===== src/design/psrm_pkg.sv =====
// ----------------------------------------------------------------------------
// psrm_pkg: shared types and constants
// Slot record, cell command, operation and status codes for the picture
// store reorder manager.
// ----------------------------------------------------------------------------
`default_nettype none

package psrm_pkg;

  localparam int          ENTRIES_DEF  = 16;
  localparam logic [7:0]  MAX_WAIT_RST = 8'd5;
  localparam logic [7:0]  WAIT_SAT     = 8'hFF;
  localparam logic [31:0] SEQ_RST      = 32'd1;
  localparam logic [63:0] TIME_INVALID = 64'h8000_0000_0000_0000;

  // operation codes of the func field
  typedef enum logic [2:0] {
    FN_ADD   = 3'd0,
    FN_TIMES = 3'd1,
    FN_DROP  = 3'd2,
    FN_SHOW  = 3'd3,
    FN_ALLOC = 3'd4,
    FN_FLUSH = 3'd5
  } func_e;

  typedef enum logic [1:0] {
    STAT_OK   = 2'd0,
    STAT_NONE = 2'd1,
    STAT_FULL = 2'd2,
    STAT_PEND = 2'd3
  } status_e;

  // command broadcast to the cells
  typedef enum logic [2:0] {
    CMD_NONE,
    CMD_ADD,
    CMD_TIMES,
    CMD_DROP,
    CMD_SHOW,
    CMD_FLUSH
  } cmd_e;

  typedef enum logic [1:0] {
    S_IDLE,
    S_SCAN,
    S_APPLY
  } state_e;

  typedef struct packed {
    logic        is_ref;
    logic        in_use;
    logic        shown;
    logic [31:0] order;
    logic [63:0] start;
    logic [63:0] stop;
  } slot_t;

  typedef struct packed {
    cmd_e        op;
    logic        is_ref;
    logic        set_times;
    logic [31:0] order;
    logic [63:0] start;
    logic [63:0] stop;
  } cmd_t;

  localparam slot_t SLOT_RST = '{
    is_ref: 1'b0, in_use: 1'b0, shown: 1'b0, order: 32'd0,
    start: TIME_INVALID, stop: TIME_INVALID
  };

endpackage

`default_nettype wire


===== src/design/psrm_cell.sv =====
// ----------------------------------------------------------------------------
// psrm_cell: one surface slot
// Holds a slot record, takes its neighbor's record while the ring rotates
// and applies broadcast commands when addressed; flush clears every cell.
// ----------------------------------------------------------------------------
`default_nettype none

module psrm_cell (
  input  wire logic            clk_i,
  input  wire logic            rst_ni,
  input  wire logic            shift_i,
  input  wire psrm_pkg::slot_t shift_data_i,
  input  wire psrm_pkg::cmd_t  cmd_i,
  input  wire logic            hit_i,
  output psrm_pkg::slot_t      slot_o
);
  import psrm_pkg::*;

  slot_t slot_q, slot_d;

  // next record: rotate, or apply command
  always_comb begin
    logic rel;
    rel    = 1'b0;
    slot_d = slot_q;
    if (shift_i) begin
      slot_d = shift_data_i;
    end else begin
      case (cmd_i.op)
        CMD_ADD: begin
          if (hit_i) begin
            slot_d.is_ref = cmd_i.is_ref;
            slot_d.in_use = 1'b1;
            slot_d.shown  = 1'b0;
            if (cmd_i.set_times) begin
              slot_d.start = cmd_i.start;
              slot_d.stop  = cmd_i.stop;
            end
          end
        end
        CMD_TIMES: begin
          if (hit_i) begin
            slot_d.start = cmd_i.start;
            slot_d.stop  = cmd_i.stop;
          end
        end
        CMD_DROP: begin
          if (hit_i) begin
            slot_d.is_ref = 1'b0;
            rel           = slot_q.shown;
          end
        end
        CMD_SHOW: begin
          if (hit_i) begin
            slot_d.shown = 1'b1;
            rel          = !slot_q.is_ref;
          end
        end
        CMD_FLUSH: slot_d = SLOT_RST;
        default: ;
      endcase
      // freeing stamps the slot with the running free sequence
      if (rel) begin
        slot_d.order  = cmd_i.order;
        slot_d.in_use = 1'b0;
        slot_d.shown  = 1'b0;
        slot_d.start  = TIME_INVALID;
        slot_d.stop   = TIME_INVALID;
      end
    end
  end

  always_ff @(posedge clk_i or negedge rst_ni) begin
    if (!rst_ni) begin
      slot_q <= SLOT_RST;
    end else begin
      slot_q <= slot_d;
    end
  end

  assign slot_o = slot_q;

endmodule

`default_nettype wire


===== config.mk =====
export PLATFORM = sky130hd
export DESIGN_NAME = psrm_cell
export DESIGN_NICKNAME = d
export VERILOG_FILES = /design/src/design/psrm_pkg.sv /design/src/design/psrm_cell.sv
export SDC_FILE = /design/constraint.sdc
export NUM_CORES = 1
export LEC_CHECK = 0
export BUFFER_PORTS_ARGS = -buffer_cell sky130_fd_sc_hd__buf_4
export CAP_MARGIN = 10
export CORE_AREA = 10 10 185 187
export DETAILED_ROUTE_END_ITERATION = 12
export DIE_AREA = 0 0 195 197
export GPL_ROUTABILITY_DRIVEN = 0
export PLACE_DENSITY = 0.54
export SLEW_MARGIN = 20
export SYNTH_ARGS = -nofsm -noshare
export SYNTH_HDL_FRONTEND = slang
export SYNTH_SLANG_ARGS = --single-unit

===== constraint.sdc =====
create_clock -name clk_i -period 1.9 [get_ports clk_i]
set_input_delay 0.38 -clock clk_i [delete_from_list [all_inputs] [get_ports clk_i]]
set_output_delay 0.38 -clock clk_i [all_outputs]
set_load 0.01 [all_outputs]

# [After elaboration in Yosys (flattened, before gate mapping)]
# Cells that the tools add are included.
# Widths: inputs -> output; s select.
[totals] ff_bits=163 out_inout_bits=163
[classes] eq_ne=11 muxes=17 n_reduce_logical=10
[ops] cell="$mux 128" count=3
[ops] cell="$pmux 128 s3" count=1
[ops] cell="$mux 163" count=1
[ops] cell="$mux 162" count=1
[ops] cell="$mux 32" count=1
[ops] cell="$ne 4x4->1 const B" count=4
[ops] cell="$reduce_bool 5->1" count=2
[ops] cell="$reduce_bool 4->1" count=2
[ops] cell="$eq 3x2->1 const B" count=2
[ops] cell="$eq 3x3->1 const B" count=2
[ops] cell="$ne 3x3->1 const B" count=2
[ops] cell="$pmux 1 s3" count=2
[ops] cell="$reduce_and 3->1" count=2
[ops] cell="$mux 1" count=5
[ops] cell="$pmux 1 s2" count=2
[ops] cell="$reduce_and 4->1" count=1
[ops] cell="$eq 3x1->1 const B" count=1
[ops] cell="$mux 3" count=1
[ops] cell="$reduce_bool 3->1" count=1
[ops] cell="$reduce_and 2->1" count=1
[ops] cell="$logic_not 1->1" count=1

# [Longest topological paths before layout]
[logic_depth] ltp_word=6 ltp_mapped=8

# [Worst setup path after synthesis]
# Ideal clock, no wire load.
[synth_timing] path_type="input port to flip-flop" start="input port hit_i" end="register slot_q (netlist bit slot_o[100])" setup_time_ns=0.125 arrival_ns=1.888 slack_ns=-0.113 stages=8 cell_sequence="buf_2 -> nand2_1 -> o21ai_0 -> nand3_1 -> o21bai_1 -> buf_2 -> buf_1 -> mux2_2"
[synth_between] elab_chain_len=5
[synth_lines] element="start: declaration" line_no="psrm_cell.sv:14" source="input wire logic hit_i,"
[synth_lines] element="$mux 1, on equally long branches" line_no="psrm_cell.sv:54, psrm_cell.sv:48"
[synth_lines] element="$pmux 1 s2" line_no="psrm_cell.sv:29" source="case (cmd_i.op)"
[synth_lines] element="$mux 1" line_no="psrm_cell.sv:26" source="if (shift_i) begin"
[synth_lines] element="$ne 4x4->1 (no source line), or another cell as far along"
[synth_lines] element="$reduce_and 4->1 (no source line) / $mux 163 (equally long branches)"
[synth_lines] element="end signal: assignment" line_no="psrm_cell.sv:77" source="slot_q <= slot_d;"
[synth_lines] element="end: declaration" line_no="psrm_cell.sv:19" source="slot_t slot_q, slot_d;"
# Several ways; a longest one is shown, not always the timed one. The select of a mux whose other input is x is not followed.
# A chain may end at the register's enable or synchronous reset.

# [Worst setup path in the final report]
[layout_timing] start="register slot_q (netlist bit slot_o[160])" end="register slot_q (netlist bit slot_o[78])"
[layout_between] elab_chain_len=5
[layout_lines] element="$mux 1 *" line_no="psrm_cell.sv:48" source="if (hit_i) begin"
[layout_lines] element="$pmux 1 s2 *" line_no="psrm_cell.sv:29"
[layout_lines] element="$mux 1 *" line_no="psrm_cell.sv:26"
[layout_lines] element="$ne 4x4->1 (no source line), or another cell as far along"
[layout_lines] element="$reduce_and 4->1 (no source line) / $mux 163 (equally long branches)"
# Mark *: on every way between the ends. The rest lies on a longest branch, timed or not. The select of a mux whose other input is x is not followed.

==> run metrics <==
post-route cell area=0.0130 mm^2; worst-margin pin slew=0.758 ns; synth top area cells=dfrtp_1, mux2_2, a22o_1, a222oi_1, inv_1; die area=0.0384 mm^2; CP required=2.27 ns; top cell type's share of synthesized area=0.535; Post-Syn Instances=577; Max-Cap Viols=0; Hold WS=0.157 ns; Worst Path Arrival=2.22 ns; Mapped Area=0.00754 mm^2; max_slew headroom=0.495; Core Area=0.0304 mm^2; Post-Syn Nets=909; yosys warns=0; Worst R2R Path Depth=7; max reg flops=163; # IOs=495; Startpoint Class=register; Hold Fails Final Rpt=0; Seq/Total Area, Yosys=0.542; Syn-to-layout area delta=72.6%; CTS tree=built; Leak=6.58 nW; vias=7,032; status=finished clean; top cell type by total area after synthesis=dfrtp_1; FFs w/ async S/R, synth=1.00; Post-Route WL=32.7 mm; critical path class=reg -> reg; Initial DRC Count=290; Initial Util=0.248; clock root buffer=clkbuf_16; max-slew violation count=0; EDFF count, synth=0; Synth Area in Simple Gates=0.0166; RSZ-0062 raised after global routing=true; CTS H-tree lvls=4; first drt pass iteration count=10; Port Buf Inserts=494; Max FO, Critical Path=49; Netlist cell types=26; first-pass GRT wire length=48.0 mm; Synth Area per Inst=13.1 um^2; largest family of logic cells by synthesized area=compound AO/OA/AOI/OAI gates; Max Freq=541 MHz; Main synth FF type=dfrtp_1; layout cell share with drive strength beyond 1=0.654; mux cell area share after synthesis=0.191; Total GRT Usage=0.160; area share of fa/ha/maj cells after synthesis=0; cell row count=64; Crit. End Element=register; total grt overflow=0; crit path time final=1.85 ns; Via density=4.64; PwrDens=836 mW/mm^2; vias in the first global route=7,814; commonest non-fill, non-tap cells in the layout=buf_4, dfrtp_1, mux2_2; post-synthesis compound-gate area fraction=0.202; CTS Buf Count=17; peak supply drop=0.000503 V; placed cell area=0.0122 mm^2; fin cells=1,517; final setup violation count=0; post-route ant nets=0; die width=195 um; Final period util=0.973; largest net degree at the start of global routing=87; Die Span Y=197 um; Post-DP HPWL=25.7 mm; clock sinks=163; Hold Path Depth=3; initial antenna violation count=0; WL/cell=21.6 um; Reg clk slew, reported paths=0.07 ns; Antenna Cells=0; FF+latch count, synth=163; XOR/XNOR share of the synthesized area=0; placed cells=1,473; most common cell after layout, fill and taps aside=buf_4; clk_skew=0.00598 ns; worst-skew pair later-pin latency=0.43 ns; DRC violations left=0; worst-case clock buffer depth=2; Tightest Hold Check Type=in -> reg; Layout Nets=1,440
## where the power goes
group	leakage [nW]	internal, mW	switching (mW)	total, mW
sequential	1.98	3.93	0.247	4.18
combinational	4.31	1.80	1.24	3.03
clock	0.290	2.15	1.51	3.66
total	6.58	7.88	2.99	10.9
## metal layers
| metal | routed length [um] | GRT usage | vias to the layer above |
|---|---|---|---|
| met4 | 397 | 0.0390 | 0 |
| li1 | - | - | 3288 |
| met5 | 0 | 0 | - |
| met2 | 17100 | 0.283 | 296 |
| met1 | 12700 | 0.181 | 3426 |
| met3 | 2500 | 0.0550 | 22 |
## critical path, cell delays in order, from the launching register on
cell	delay (ns)
dfrtp_1	0.40
and4b_1	0.18
a32o_2	0.25
a211oi_4	0.17
buf_4	0.17
buf_12	0.23
a22o_1	0.20
mux2_2	0.15
## layout make-up
| type | count | area, um^2 |
|---|---|---|
| clock inverter | 11 | 153 |
| multi-input combinational | 324 | 3130 |
| sequential | 163 | 4080 |
| tap | 396 | 495 |
| clock buffer | 21 | 460 |
| inverter | 35 | 131 |
| fill | 2939 | 17400 |
| timing repair buffer | 567 | 4560 |
## final timing paths
kind | slack (ns) | start | end
setup / recovery | 0.05 | slot_o[160] | slot_o[78]
hold / removal | 0.16 | cmd_i[145] | slot_o[145]
setup reg to reg | 0.05 | slot_o[160] | slot_o[78]
hold reg to reg | 0.50 | slot_o[139] | slot_o[139]
max in group asynchronous | 0.75 | rst_ni | slot_o[127]
min in group asynchronous | 0.53 | rst_ni | slot_o[47]
## cells in the mapped netlist (2+ instances only)
| library cell | n |
|---|---|
| nor2b_1 | 5 |
| clkbuf_1 | 34 |
| a222oi_1 | 32 |
| buf_1 | 6 |
| inv_1 | 35 |
| dfrtp_1 | 161 |
| mux2_2 | 128 |
| dfstp_2 | 2 |
| buf_2 | 12 |
| and4b_1 | 2 |
| nor2_1 | 4 |
| nand3_1 | 3 |
| buf_4 | 3 |
| nand2_1 | 6 |
| o21ai_0 | 2 |
| a22o_1 | 127 |
| a21oi_1 | 6 |
## cell families (layout without fill, tap and decap cells)
kind of cell | Yosys count | in the layout
and+or+nand+nor | 23 | 23
AOI/OAI and AO/OA | 173 | 173
DFF | 163 | 163
buffers and inverters | 90 | 634
muxes | 128 | 128
## stage by stage
step | util | TNS (ns) | power [mW] | worst slack, ns
6_report | 0.427 | 0 | 10.9 | 0.0517
5_1_grt | 0.427 | -3.11 | 11.5 | -0.0505
4_1_cts | 0.421 | 0 | 11.0 | 0.00441
3_5_place_dp | 0.400 | -7.14 | 7.25 | -0.113
3_3_place_gp | 0.400 | -4.83 | 7.23 | -0.0806
2_1_floorplan | - | -3.33 | 5.36 | -0.0665
## timing repair
| item | CTS | global route |
|---|---|---|
| setup endpoints to repair | 0 | 130 |
| hold buffers | 1 | 0 |
| hold endpoints to repair | 38 | 0 |
| buffers inserted | 0 | 6 |
| resized for setup | 0 | 11 |
No activity file was read; power rests on OpenSTA's default activity.
